==> config.mk <==
export PLATFORM = sky130hd
export DESIGN_NAME = lru_cache_set_controller
export DESIGN_NICKNAME = d
export VERILOG_FILES = /design/src/sv/lcs_pkg.sv /design/src/sv/lcs_ram.sv /design/src/sv/lcs_scan.sv /design/src/sv/lru_cache_set_controller.sv
export SDC_FILE = /design/constraint.sdc
export NUM_CORES = 1
export LEC_CHECK = 0
export ABC_AREA = 0
export BUFFER_PORTS_ARGS = -buffer_cell sky130_fd_sc_hd__clkbuf_2
export CAP_MARGIN = 30
export CORE_ASPECT_RATIO = 1.5
export CORE_MARGIN = 3
export CORE_UTILIZATION = 45
export CTS_CLUSTER_DIAMETER = 200
export DETAILED_ROUTE_END_ITERATION = 10
export REMOVE_ABC_BUFFERS = 1
export SYNTH_ARGS = -nofsm -noshare
export SYNTH_HDL_FRONTEND = slang
export SYNTH_SLANG_ARGS = --single-unit
==> constraint.sdc <==
create_clock -name aclk -period 18.12 [get_ports aclk]
set_input_delay 3.624 -clock aclk [delete_from_list [all_inputs] [get_ports aclk]]
set_output_delay 3.624 -clock aclk [all_outputs]
set_load 0.1 [all_outputs]
==> src/sv/lcs_pkg.sv <==
// Shared types, constants and helpers for the LRU cache set controller.
`timescale 1ns / 1ps

package lcs_pkg;

    localparam int WAYS    = 8;
    localparam int WAY_W   = (WAYS > 1) ? $clog2(WAYS) : 1;
    localparam int TAG_W   = 32;
    localparam int STAMP_W = 64;
    localparam int LINE_W  = TAG_W + STAMP_W;
    localparam int SUM_W   = 32;

    typedef logic [WAY_W-1:0]   way_t;
    typedef logic [TAG_W-1:0]   tag_t;
    typedef logic [STAMP_W-1:0] stamp_t;
    typedef logic [WAYS-1:0]    way_vec_t;
    typedef logic [SUM_W-1:0]   sum_t;

    typedef enum logic [1:0] {
        ST_IDLE,
        ST_SCAN,
        ST_LAST,
        ST_WRITE
    } state_t;

    typedef struct packed {
        logic valid;
        way_t way;
    } cmp_t;

    typedef struct packed {
        logic found;
        way_t hit_way;
        way_t min_way;
        tag_t min_tag;
    } scan_res_t;

    function automatic way_t lowest_free(input way_vec_t used);
        way_t w;
        w = '0;
        for (int i = WAYS - 1; i >= 0; i--) begin
            if (!used[i]) begin
                w = way_t'(i);
            end
        end
        return w;
    endfunction

    // Checksum term of an occupied line: tag above valid and dirty, kept to 32 bits.
    function automatic sum_t line_term(input tag_t t, input logic dirty);
        return {t[SUM_W-3:0], 1'b1, dirty};
    endfunction

endpackage

==> src/sv/lcs_ram.sv <==
// Generic single-port-write, single-port-read RAM with registered read.
`timescale 1ns / 1ps

module lcs_ram #(
    parameter int WIDTH = 8,
    parameter int DEPTH = 8
) (
    input  logic                                     aclk,
    input  logic                                     we,
    input  logic [((DEPTH > 1) ? $clog2(DEPTH) : 1)-1:0] waddr,
    input  logic [WIDTH-1:0]                         wdata,
    input  logic                                     re,
    input  logic [((DEPTH > 1) ? $clog2(DEPTH) : 1)-1:0] raddr,
    output logic [WIDTH-1:0]                         rdata
);

    logic [WIDTH-1:0] mem [DEPTH];
    logic [WIDTH-1:0] rdata_reg;

    always_ff @(posedge aclk) begin
        if (we) begin
            mem[waddr] <= wdata;
        end
        if (re) begin
            rdata_reg <= mem[raddr];
        end
    end

    assign rdata = rdata_reg;

endmodule

==> src/sv/lcs_scan.sv <==
// Way scan: tag match and minimum-stamp search over lines streamed from the RAM.
`timescale 1ns / 1ps

module lcs_scan (
    input  logic               aclk,
    input  lcs_pkg::cmp_t      cmp,
    input  lcs_pkg::way_vec_t  used,
    input  lcs_pkg::tag_t      req_tag,
    input  logic [lcs_pkg::LINE_W-1:0] line,
    output lcs_pkg::scan_res_t res
);
    import lcs_pkg::*;

    tag_t      line_tag;
    stamp_t    line_stamp;
    logic      match;
    logic      first;
    scan_res_t res_reg;
    scan_res_t res_next;

    assign line_tag   = line[LINE_W-1:STAMP_W];
    assign line_stamp = line[STAMP_W-1:0];
    assign match      = used[cmp.way] && (line_tag == req_tag);
    assign first      = (cmp.way == '0);

    stamp_t min_stamp_reg;
    stamp_t min_stamp_next;

    always_comb begin
        res_next       = res_reg;
        min_stamp_next = min_stamp_reg;
        if (cmp.valid) begin
            if (first) begin
                res_next.found   = match;
                res_next.hit_way = cmp.way;
            end else if (match && !res_reg.found) begin
                res_next.found   = 1'b1;
                res_next.hit_way = cmp.way;
            end
            if (first || (line_stamp < min_stamp_reg)) begin
                min_stamp_next   = line_stamp;
                res_next.min_way = cmp.way;
                res_next.min_tag = line_tag;
            end
        end
    end

    always_ff @(posedge aclk) begin
        res_reg       <= res_next;
        min_stamp_reg <= min_stamp_next;
    end

    assign res = res_reg;

endmodule

==> src/sv/lru_cache_set_controller.sv <==
// LRU cache set controller: one set of WAYS lines, tag and stamp held in a RAM.
// Per request the RAM is read once per way, then a compare drain state and a
// write-back state follow; a new request is accepted only back in idle, after the
// write-back, since the single RAM read port scans the ways.
// A result not yet taken holds the write-back cycle until m_ready.
// Reset (synchronous, aresetn low) clears occupancy, dirty marks and checksum.
`timescale 1ns / 1ps

module lru_cache_set_controller (
    input  logic                  aclk,
    input  logic                  aresetn,
    input  logic                  s_valid,
    output logic                  s_ready,
    input  logic                  s_req_type,
    input  logic [31:0]           s_tag,
    input  logic [63:0]           s_cycle_stamp,
    input  logic [31:0]           s_checksum_seed,
    output logic                  m_valid,
    input  logic                  m_ready,
    output logic                  m_hit,
    output logic                  m_evicted,
    output logic [31:0]           m_victim_tag,
    output logic                  m_victim_dirty,
    output logic [31:0]           m_checksum_out
);
    import lcs_pkg::*;

    state_t    state_reg, state_next;
    way_t      cnt_reg, cnt_next;
    cmp_t      cmp_reg, cmp_next;
    way_vec_t  used_reg, used_next;
    way_vec_t  dirty_reg, dirty_next;
    sum_t      sum_reg, sum_next;
    logic      m_valid_reg, m_valid_next;

    logic      req_wr_reg;
    tag_t      req_tag_reg;
    stamp_t    req_stamp_reg;
    sum_t      req_seed_reg;

    logic      m_hit_reg, m_evicted_reg, m_victim_dirty_reg;
    tag_t      m_victim_tag_reg;
    sum_t      m_checksum_reg;

    logic [LINE_W-1:0] ram_rdata;
    logic      ram_re, ram_we;
    logic      accept, out_free, last_way, commit;
    scan_res_t scan;

    logic      full, evict, dirty_old, dirty_new;
    way_t      wr_way;

    assign accept   = s_valid && s_ready;
    assign out_free = !m_valid_reg || m_ready;
    assign last_way = (cnt_reg == way_t'(WAYS - 1));
    assign commit   = (state_reg == ST_WRITE) && out_free;

    always_comb begin
        state_next = state_reg;
        unique case (state_reg)
            ST_IDLE:  if (s_valid) state_next = ST_SCAN;
            ST_SCAN:  if (last_way) state_next = ST_LAST;
            ST_LAST:  state_next = ST_WRITE;
            ST_WRITE: if (out_free) state_next = ST_IDLE;
            default:  state_next = ST_IDLE;
        endcase
    end

    always_comb begin
        s_ready = 1'b0;
        ram_re  = 1'b0;
        ram_we  = 1'b0;
        unique case (state_reg)
            ST_IDLE:  s_ready = 1'b1;
            ST_SCAN:  ram_re  = 1'b1;
            ST_LAST:  ;
            ST_WRITE: ram_we  = out_free;
            default:  ;
        endcase
    end

    always_comb begin
        cnt_next       = cnt_reg;
        cmp_next.valid = ram_re;
        cmp_next.way   = cnt_reg;
        if (accept) begin
            cnt_next = '0;
        end else if (ram_re && !last_way) begin
            cnt_next = cnt_reg + way_t'(1);
        end
    end

    assign full      = &used_reg;
    assign evict     = !scan.found && full;
    assign wr_way    = scan.found ? scan.hit_way : (full ? scan.min_way : lowest_free(used_reg));
    assign dirty_old = dirty_reg[wr_way];
    assign dirty_new = scan.found ? (dirty_old | req_wr_reg) : req_wr_reg;

    always_comb begin
        used_next    = used_reg;
        dirty_next   = dirty_reg;
        sum_next     = sum_reg;
        m_valid_next = m_valid_reg;
        if (m_valid_reg && m_ready) begin
            m_valid_next = 1'b0;
        end
        if (commit) begin
            used_next[wr_way]  = 1'b1;
            dirty_next[wr_way] = dirty_new;
            if (scan.found) begin
                sum_next = sum_reg ^ {{(SUM_W-1){1'b0}}, dirty_old ^ dirty_new};
            end else if (evict) begin
                sum_next = sum_reg ^ line_term(scan.min_tag, dirty_old)
                                   ^ line_term(req_tag_reg, req_wr_reg);
            end else begin
                sum_next = sum_reg ^ line_term(req_tag_reg, req_wr_reg);
            end
            m_valid_next = 1'b1;
        end
    end

    always_ff @(posedge aclk) begin
        if (!aresetn) begin
            state_reg   <= ST_IDLE;
            cnt_reg     <= '0;
            cmp_reg     <= '0;
            used_reg    <= '0;
            dirty_reg   <= '0;
            sum_reg     <= '0;
            m_valid_reg <= 1'b0;
        end else begin
            state_reg   <= state_next;
            cnt_reg     <= cnt_next;
            cmp_reg     <= cmp_next;
            used_reg    <= used_next;
            dirty_reg   <= dirty_next;
            sum_reg     <= sum_next;
            m_valid_reg <= m_valid_next;
        end
    end

    always_ff @(posedge aclk) begin
        if (accept) begin
            req_wr_reg    <= s_req_type;
            req_tag_reg   <= s_tag;
            req_stamp_reg <= s_cycle_stamp;
            req_seed_reg  <= s_checksum_seed;
        end
        if (commit) begin
            m_hit_reg          <= scan.found;
            m_evicted_reg      <= evict;
            m_victim_tag_reg   <= evict ? scan.min_tag : '0;
            m_victim_dirty_reg <= evict && dirty_old;
            m_checksum_reg     <= req_seed_reg ^ sum_next;
        end
    end

    lcs_ram #(
        .WIDTH (LINE_W),
        .DEPTH (WAYS)
    ) u_line_ram (
        .aclk  (aclk),
        .we    (ram_we),
        .waddr (wr_way),
        .wdata ({req_tag_reg, req_stamp_reg}),
        .re    (ram_re),
        .raddr (cnt_reg),
        .rdata (ram_rdata)
    );

    lcs_scan u_scan (
        .aclk    (aclk),
        .cmp     (cmp_reg),
        .used    (used_reg),
        .req_tag (req_tag_reg),
        .line    (ram_rdata),
        .res     (scan)
    );

    assign m_valid        = m_valid_reg;
    assign m_hit          = m_hit_reg;
    assign m_evicted      = m_evicted_reg;
    assign m_victim_tag   = m_victim_tag_reg;
    assign m_victim_dirty = m_victim_dirty_reg;
    assign m_checksum_out = m_checksum_reg;

`ifndef NO_ASSERTIONS
    a_result_from_write : assert property (@(posedge aclk) disable iff (!aresetn)
        $rose(m_valid_reg) |-> $past(state_reg == ST_WRITE))
        else $error("result raised outside write-back");

    a_used_grows : assert property (@(posedge aclk) disable iff (!aresetn)
        $past(aresetn) |-> ((used_reg & $past(used_reg)) == $past(used_reg)))
        else $error("occupied line lost its mark");

    a_commit_done : assert property (@(posedge aclk) disable iff (!aresetn)
        commit |=> (m_valid_reg && state_reg == ST_IDLE))
        else $error("write-back did not deliver a result");

    a_evict_when_full : assert property (@(posedge aclk) disable iff (!aresetn)
        (commit && !scan.found && !full) |=> !m_evicted_reg)
        else $error("eviction with a free line");
`endif

endmodule

# Yosys cells after proc, flatten, opt, wreduce, memory -nomap -nowiden

Memory sizes are Yosys's and may differ from the RTL's. A register that Yosys moved wholly into a read port is not among the register bits.
Cells that the tools add are included.

Input port bits: 133
Register bits: 357
Memories: 1
RAM bits: 768
Output and inout port bits: 69

Equal/unequal tests: 8
Muxes and demuxes: 34
Add/subtract/negate cells: 1
Order comparisons: 4
Reduce and logical (&&, ||, !) cells: 23
Bitwise gates (word level): 9

Memory list:

| name           | depth | width | rd ports | clocked after Yosys merged registers in | write ports | line          | RTL |
|---|---|---|---|---|---|---|---|
| u_line_ram.mem | 8     | 96    | 1        | 1                                       | 1           | lcs_ram.sv:17 | `logic [WIDTH-1:0] mem [DEPTH];` |

Operator list:

| operator            | count |
|---|---|
| $xor 32x32->32      | 4 |
| $mux 32             | 3 |
| $lt 64x64->1        | 1 |
| $eq 32x32->1        | 1 |
| $xor 32x1->32       | 1 |
| $mux 3              | 10 |
| $mux 1              | 11 |
| $logic_and 1x1->1   | 9 |
| $bwmux 8            | 1 |
| $lt 3x4->1 const B  | 2 |
| $mux 4              | 2 |
| $or 8x8->8          | 1 |
| $pmux 2 s4          | 1 |
| $reduce_and 8->1    | 1 |
| $bmux 1 s3          | 2 |
| $mux 2              | 3 |
| $ne 2x2->1 const B  | 3 |
| $eq 2x2->1 const B  | 2 |
| $reduce_and 2->1    | 2 |
| $reduce_bool 2->1   | 2 |
| $add 3x1->3 const B | 1 |
| $demux 1 s3         | 1 |
| $eq 3x3->1 const B  | 1 |
| $ge 3x1->1 const B  | 1 |
| 10 further kinds    | 13 |

# Longest topological paths before layout

Gate-level depths: netlist (run 1).

Depth after elaboration: 19
Mapped depth: 10
Depth with buffers taken out: 10

# Hierarchy

From an unflattened synthesis (run 1), not the netlist that was laid out.

Cell total of the unflattened synthesis: 2194
Area, all modules: 46115.5 sq um

Modules (own cells, without submodules):

| module                   | instances | seq. area each (sq um) | area an instance (sq um) | cells each |
|---|---|---|---|---|
| lcs_ram                  | 1         | 25944.9                | 31766.7                  | 1219 |
| lru_cache_set_controller | 1         | 7046.8                 | 9236.4                   | 599 |
| lcs_scan                 | 1         | 3093.0                 | 5112.4                   | 376 |

# Worst setup path before layout (run 1)

OpenSTA, ideal clock, no wires.

Path type: input to register
From: input m_ready
To: register dirty_reg[0]
Cell stages on the path: 4
Buffers on the path: 0
Path slack: 4.077 ns
Arrival: 13.483 ns
Cells stage by stage: nand2b_1 > nand2_1 > nor4_1 > a211oi_1

Word-level cells in the longest chain between the ends: 2

RTL lines:

| element              | line                            | RTL |
|---|---|---|
| start, declared      | lru_cache_set_controller.sv:19  | `input logic m_ready,` |
| $logic_or 1x1->1     | lru_cache_set_controller.sv:54  | `assign out_free = !m_valid_reg \|\| m_ready;` |
| $logic_and 1x1->1    | lru_cache_set_controller.sv:56  | `assign commit = (state_reg == ST_WRITE) && out_free;` |
| end signal, assigned | lru_cache_set_controller.sv:136 | `dirty_reg <= dirty_next;` |
| end, declared        | lru_cache_set_controller.sv:32  | `way_vec_t dirty_reg, dirty_next;` |

No other way between the ends.
A chain may end at the register's enable or synchronous reset.

# Worst setup path in the final report (run 1)

From: input m_ready
To: register dirty_reg[5]

Word-level cells in the longest chain between the ends: 2

RTL lines:

| element           | line                           | RTL |
|---|---|---|
| $logic_or 1x1->1  | lru_cache_set_controller.sv:54 |  |
| $logic_and 1x1->1 | lru_cache_set_controller.sv:56 |  |
| via commit        | lru_cache_set_controller.sv:47 | `logic accept, out_free, last_way, commit;` |

The timed path passes the listed nets, and every way through them passes these cells.

==> results.yml, run 1 <==
power:
  p_clk_frac: 0.332
  seqPwrFrac: 0.542
  finalPower_mw: 6.89
  sw_frac_of_total: 0.248
  p_per_area_mw_per_mm2: 132
  intPower_mw: 5.18
  switchingPower_mw: 1.71
  p_leak_nw: 17.1
  comb_power_share: 0.127
  ir_drop_v: 0.0000981
synthesis:
  yosys-mux-area-fraction: 0.121
  synth-adder-area-share: 0.0188
  syn_avg_cell_area_um2: 21.2
  synthArstFlopShare: 0
  synthDistinctLibCells: 57
  synth_edf_count: 1163
  syn-cell-area_mm2: 0.0459
  yosysTopAreaCellShare: 0.760
  synth.area.top_cells: "edfxtp_1, mux4_2, dfxtp_1"
  yosysSeqAreaShare: 0.786
  synth_largest_area_cell: "edfxtp_1"
  yosys_warnings: 0
  synth_seq_cells: 1221
  yosys.area_share.simple: 0.0245
  synth_compound_area_frac: 0.0136
  synth_flop_cell: "edfxtp_1"
  syn_inst: 2164
  synth-xor-area-share: 0.0243
  synth_top_family_by_area: "multiplexers"
final_layout:
  nFillCells: 7915
  drive_above_1_share: 0.291
  diodes: 0
  fin_nets: 2649
  largest_reg_flops: 768
  area_growth_pct: 13.8
timing:
  finalMaxSlewViolations: 0
  tns_ps: 0
  max_slew_margin: 0.302
  worstMarginPinSlew_ps: 1050
  fin_crit_sh: 0.318
  period_minus_slack_ps: 5750
  grt_setup_unrepaired: "no"
  hold_violations: 0
  fmax_mhz: 174
  setup_viol: 0
  skew_ps: 36.6
drt:
  drt-total-wl_um: 89000
  viasPerCell: 5.32
  ant_nets: 0
  drcViolationCount: 0
  drt_iter0_drc: 1264
  wl_per_cell_um: 23.2
  vias: 20400
  drt_first_pass_iters: 5
clock_tree:
  numCtsBuffers: 112
  cts_hold_buf: 0
  postCtsSetupRepairBufs: 0
  clk_path_buf_depth: 3
  cts_tree: "yes"
  clkTransAtPathRegs_ps: 60
  clk_latency_ps: 690
  htreeDepth: 3
  cts_sinks: 1221
  cts_root_buf: "clkbuf_16"
  ctsResizeCount: 0
min_path:
  whs_endpoint: "u_scan.min_stamp_reg[13]"
  worstHoldPathCells: 0
  hold_path.class: "register to register"
  hold_start: "u_line_ram.rdata[13]"
status:
  status: "completed"
setup_path:
  crit_path_cell_trace: "clkbuf_2, nand2b_1, nand2_1, clkinv_2, nand2_1, nor3_2, buf_4, buf_4, nor2_1, a211oi_1"
  crit_required_ps: 18720
  cpPeakStageDelay_ps: 840
  rrSetupSlack_ps: 13810
  r2r_start: "u_line_ram.rdata[17]"
  crit_fanout: 56
  start_kind: "input port"
  reg2regPathDepth: 11
  endpoint_kind: "register"
  worstSetupStartpoint: "m_ready"
  cp_slowest_cell: "buf_4"
  crit_arrival_ps: 6350
  worst-setup-path-type: "input port to register"
  rr_endpoint: "u_scan.min_stamp_reg[14]"
global_route:
  grt-busiest-layer: "met2"
  grtUsageMet3: 0.0220
  antenna_found_initial: 1
  grt_pass1_vias: 22400
  met2_usage: 0.300
  grt_pass1_wl_um: 137000
  track_usage: 0.172
  gr-total-overflow: 0
  grt_use_met1: 0.222
  grt_max_degree: 115
floorplan:
  core_mm2: 0.101
  start_util: 0.457
  die_h_um: 397
  die_w_um: 267
  ios: 202
  dieArea_mm2: 0.106
  rows: 142
placed_design:
  hpwl_um: 50900
  io_buffers: 201
  gp_routability_congestion: 0.727
job:
  drv_cap: 0
cell usage in the layout, fill, tap and decap left out, types with 4 or more instances in the layout:
| cell type | instances |
|---|---|
| edfxtp_1 | 1163 |
| clkbuf_2 | 203 |
| mux4_2 | 193 |
| xnor2_1 | 125 |
| clkbuf_16 | 114 |
| nor2_1 | 99 |
| mux2_2 | 97 |
| inv_1 | 71 |
| ha_1 | 68 |
| dfxtp_1 | 55 |
| buf_4 | 29 |
| clkinv_1 | 25 |
| clkbuf_1 | 23 |
| nand2_1 | 22 |
| clkinv_2 | 20 |
| and2_2 | 20 |
| nand4_1 | 19 |
| a21o_1 | 19 |
| a21oi_1 | 18 |
| and2_1 | 18 |
| a211oi_1 | 11 |
| bufinv_16 | 9 |
| o21ai_0 | 8 |
| mux2i_1 | 8 |
| nor3_1 | 6 |
| nand3_1 | 6 |
| nand2b_1 | 5 |
| nor3_2 | 4 |
| nor2b_1 | 4 |
| clkbuf_8 | 4 |
| buf_16 | 4 |
power by group through the flow:
stage | Sequential [mW] | Clock, mW | Combinational (mW)
after CTS | 3.74 | 2.35 | 0.900
after global routing | 3.77 | 2.46 | 0.962
final | 3.73 | 2.28 | 0.873
after global placement | 3.78 | 0 | 0.864
after detailed placement | 3.80 | 0 | 0.896
after floorplan | 3.84 | 0 | 0.623
synth_stat cells, drive strengths merged, types with 12 or more instances:
cell / instances
inv: 73
edfxtp: 1163
nand4: 20
mux4: 194
nor2: 103
a21oi: 20
nand2: 24
buf: 19
a211oi: 12
ha: 69
xnor2: 125
a21o: 20
and2: 39
mux2: 97
dfxtp: 58
clkbuf: 49
final cells by class:
| cell class | instances | area, um^2 | area share |
|---|---|---|---|
| Sequential cell | 1221 | 36100 | 0.691 |
| Multi-Input combinational cell | 802 | 9360 | 0.179 |
| Clock buffer | 143 | 3000 | 0.0575 |
| Tap cell | 1296 | 1620 | 0.0310 |
| Timing Repair Buffer | 237 | 1390 | 0.0267 |
| Clock inverter | 60 | 526 | 0.0101 |
| Inverter | 73 | 275 | 0.00527 |
how the worst max path moves through the flow:
stage / endpoint / slack [ps] / cells past startpoint
floorplan: dirty_reg[0] / 4080 / 4
global placement: u_line_ram.mem[6][60] / 11590 / 8
detailed placement: u_line_ram.mem[6][58] / 11580 / 8
CTS: u_line_ram.mem[6][95] / 12330 / 8
global route: dirty_reg[4] / 12110 / 10
finish: dirty_reg[5] / 12370 / 10
through the flow:
stage,setup WS (ps),hold slack [ps],util,cell area [um^2],std cells
floorplan,4080,417,-,45600,2096
global placement,11590,439,0.483,48600,3623
detailed placement,11580,448,0.484,48700,3628
CTS,12330,454,0.520,52200,3831
global route,12110,471,0.520,52300,3832
finish,12370,438,0.520,52300,3832
logic make-up after synthesis:
logic type	after synthesis
buffers and inverters	141
XOR/XNOR	126
multiplexers	299
flip-flops	1221
AO/OA/AOI/OAI	84
adder cells (fa/ha/maj)	69
AND/OR/NAND/NOR	224
critical path: cells and delay by family:
kind                   cells  cell delay [ps]
AOI/OAI and AO/OA          1              230
buffers and inverters      4             1560
and+or+nand+nor            5              880
per-layer routing:
metal  up-vias  share of wire
met5         -              0
met3       115          0.037
li1       9191              -
met4         0          0.025
met1     10700           0.42
met2       413           0.51
Power figures use the tool's default switching activity.
==> run 2: changes to the inputs <==
- ABC_AREA: 0 -> 1
- clock period: 18.12 -> 5.1 ns (I/O delays scaled with it)
==> run 2 against run 1 <==
Net effect: die area increased by 2.7%; first-iteration DRC count increased by 48%; cell count up 32%; sequential cell count unchanged; total power increased to 4.0 times the previous value; critical path type is now register to register; largest cell class unchanged.
==> results.yml, run 2 <==
timing:
  skew_ps: 26.2
  finalMaxSlewViolations: 0
  setup_slack_ps: 1880
  max_slew_margin: 0.357
  tns_ps: 0
  grt_setup_unrepaired: "no"
  worstMarginPinSlew_ps: 964
  whs_ps: 449
  setup_viol: 0
  fin_crit_sh: 0.632
  period_minus_slack_ps: 3220
  fmax_mhz: 310
  hold_violations: 0
final_layout:
  final_common_cell: "edfxtp_1"
  nFillCells: 8678
  final_cell_mix: "edfxtp_1, nor2_1, o21ai_0"
  post-route-util: 0.518
  layout.cells.non_filler: 5043
  largest_reg_flops: 768
  fin_nets: 3762
  diodes: 0
  drive_above_1_share: 0.147
  area_growth_pct: 13.6
  stdcell_area_mm2: 0.0536
clock_tree:
  cts_root_buf: "clkbuf_16"
  postCtsSetupRepairBufs: 0
  cts_tree: "yes"
  ctsResizeCount: 0
  clkTransAtPathRegs_ps: 60
  cts_hold_buf: 0
  clk_latency_ps: 720
  cts_sinks: 1221
  numCtsBuffers: 113
  clk_path_buf_depth: 3
  htreeDepth: 3
power:
  finalPower_mw: 27.4
  ir_drop_v: 0.000311
  p_leak_nw: 18.4
  p_per_area_mw_per_mm2: 511
synthesis:
  synth_seq_cells: 1221
  synth.area.top_cells: "edfxtp_1, nor2_1, o21ai_0"
  synthTopCellsByCount: "edfxtp_1, nor2_1, o21ai_0"
  yosysSeqAreaShare: 0.765
  synth_edf_count: 1163
  synthArstFlopShare: 0
  yosys_warnings: 0
  syn_inst: 3362
  synth_largest_area_cell: "edfxtp_1"
  syn-cell-area_mm2: 0.0472
  synth.most_common_cell: "edfxtp_1"
  synth_flop_cell: "edfxtp_1"
  synthDistinctLibCells: 46
  syn_avg_cell_area_um2: 14.0
  yosysTopAreaCellShare: 0.740
drt:
  drcViolationCount: 0
  drt-total-wl_um: 102000
  viasPerCell: 5.23
  ant_nets: 0
  vias: 26400
  drt_iter0_drc: 1873
  drt_first_pass_iters: 5
  wl_per_cell_um: 20.2
global_route:
  grt_max_degree: 177
  antenna_found_initial: 0
  grt_pass1_vias: 26200
  track_usage: 0.186
  gr-total-overflow: 0
  grt_pass1_wl_um: 155000
setup_path:
  crit_arrival_ps: 3580
  crit_path_cell_trace: "ha_1, nand2_1, inv_1, nand3_1, nor3_1, nand2_1, nor4b_1, nand2_1, nand2_1, a21oi_4, buf_4"
  rrSetupSlack_ps: 1880
  endpoint_kind: "register"
  reg2regPathDepth: 11
  critPathMostFrequentCell: "nand2_1"
  crit_fanout: 52
  r2r_start: "u_line_ram.rdata[63]"
  rr_endpoint: "u_scan.res[5]"
  crit_required_ps: 5460
  worst-setup-path-type: "register to register"
  start_kind: "register"
  cpPeakStageDelay_ps: 670
  worstSetupStartpoint: "u_line_ram.rdata[63]"
  cp_slowest_cell: "nor4b_1"
min_path:
  worstHoldPathCells: 0
  whs_endpoint: "u_scan.res[26]"
  hold_path.class: "register to register"
  hold_start: "u_line_ram.rdata[90]"
placed_design:
  hpwl_um: 54200
  gp_routability_congestion: 0.781
  placed_area_mm2: 0.0498
  dp_cells: 4830
  place_ws_ps: 1700
  io_buffers: 201
floorplan:
  start_util: 0.456
  rows: 144
  ios: 202
  die_w_um: 270
  core_mm2: 0.103
  die_h_um: 403
  dieArea_mm2: 0.109
job:
  drv_cap: 0
status:
  status: "completed"
run 2: layout make-up:
type / instances / area [um^2] / share of cell area
Multi-Input combinational cell: 1809 / 9880 / 0.184
Clock buffer: 155 / 3160 / 0.0589
Sequential cell: 1221 / 36100 / 0.674
Tap cell: 1387 / 1740 / 0.0324
Clock inverter: 56 / 529 / 0.00988
Timing Repair Buffer: 245 / 1530 / 0.0285
Inverter: 170 / 668 / 0.0125
run 2: worst max-delay path: cells and delay by family (launching register included):
kind                       cells  cell delay, ps
AOI/OAI and AO/OA              1              60
DFF                            1             390
and+or+nand+nor                7            1610
buffers and inverters          2             440
adders and majority gates      1             310
run 2: cell families after synthesis:
family,count (synthesis),share of synthesized area
buffers and inverters,332,0.0271
XOR/XNOR,88,0.0206
AND/OR/NAND/NOR,919,0.0810
flip-flops,1221,0.765
adder cells (fa/ha/maj),69,0.0183
AO/OA/AOI/OAI,733,0.0879
run 2: per-layer routing:
layer  track usage  vias up  share of wire
met1         0.238    13100           0.42
li1              -    12500              -
met3        0.0259      137          0.047
met2         0.322      624           0.50
met5             0        -              0
met4        0.0692        0          0.029
run 2: report_power, final:
group | switching, mW | internal, mW | leakage [nW]
Clock | 3.64 | 4.74 | 1.79
Sequential | 0.904 | 12.8 | 11.0
Combinational | 3.81 | 1.51 | 5.60
run 2: worst max-delay path by stage:
stage	slack, ps	cells past startpoint	end
finish	1880	11	u_scan.res[5]
global route	1570	11	u_scan.res[25]
CTS	1680	11	u_scan.res[27]
detailed placement	1700	11	u_scan.res[27]
global placement	1690	11	u_scan.res[5]
floorplan	-10050	5	u_line_ram.rdata[0]
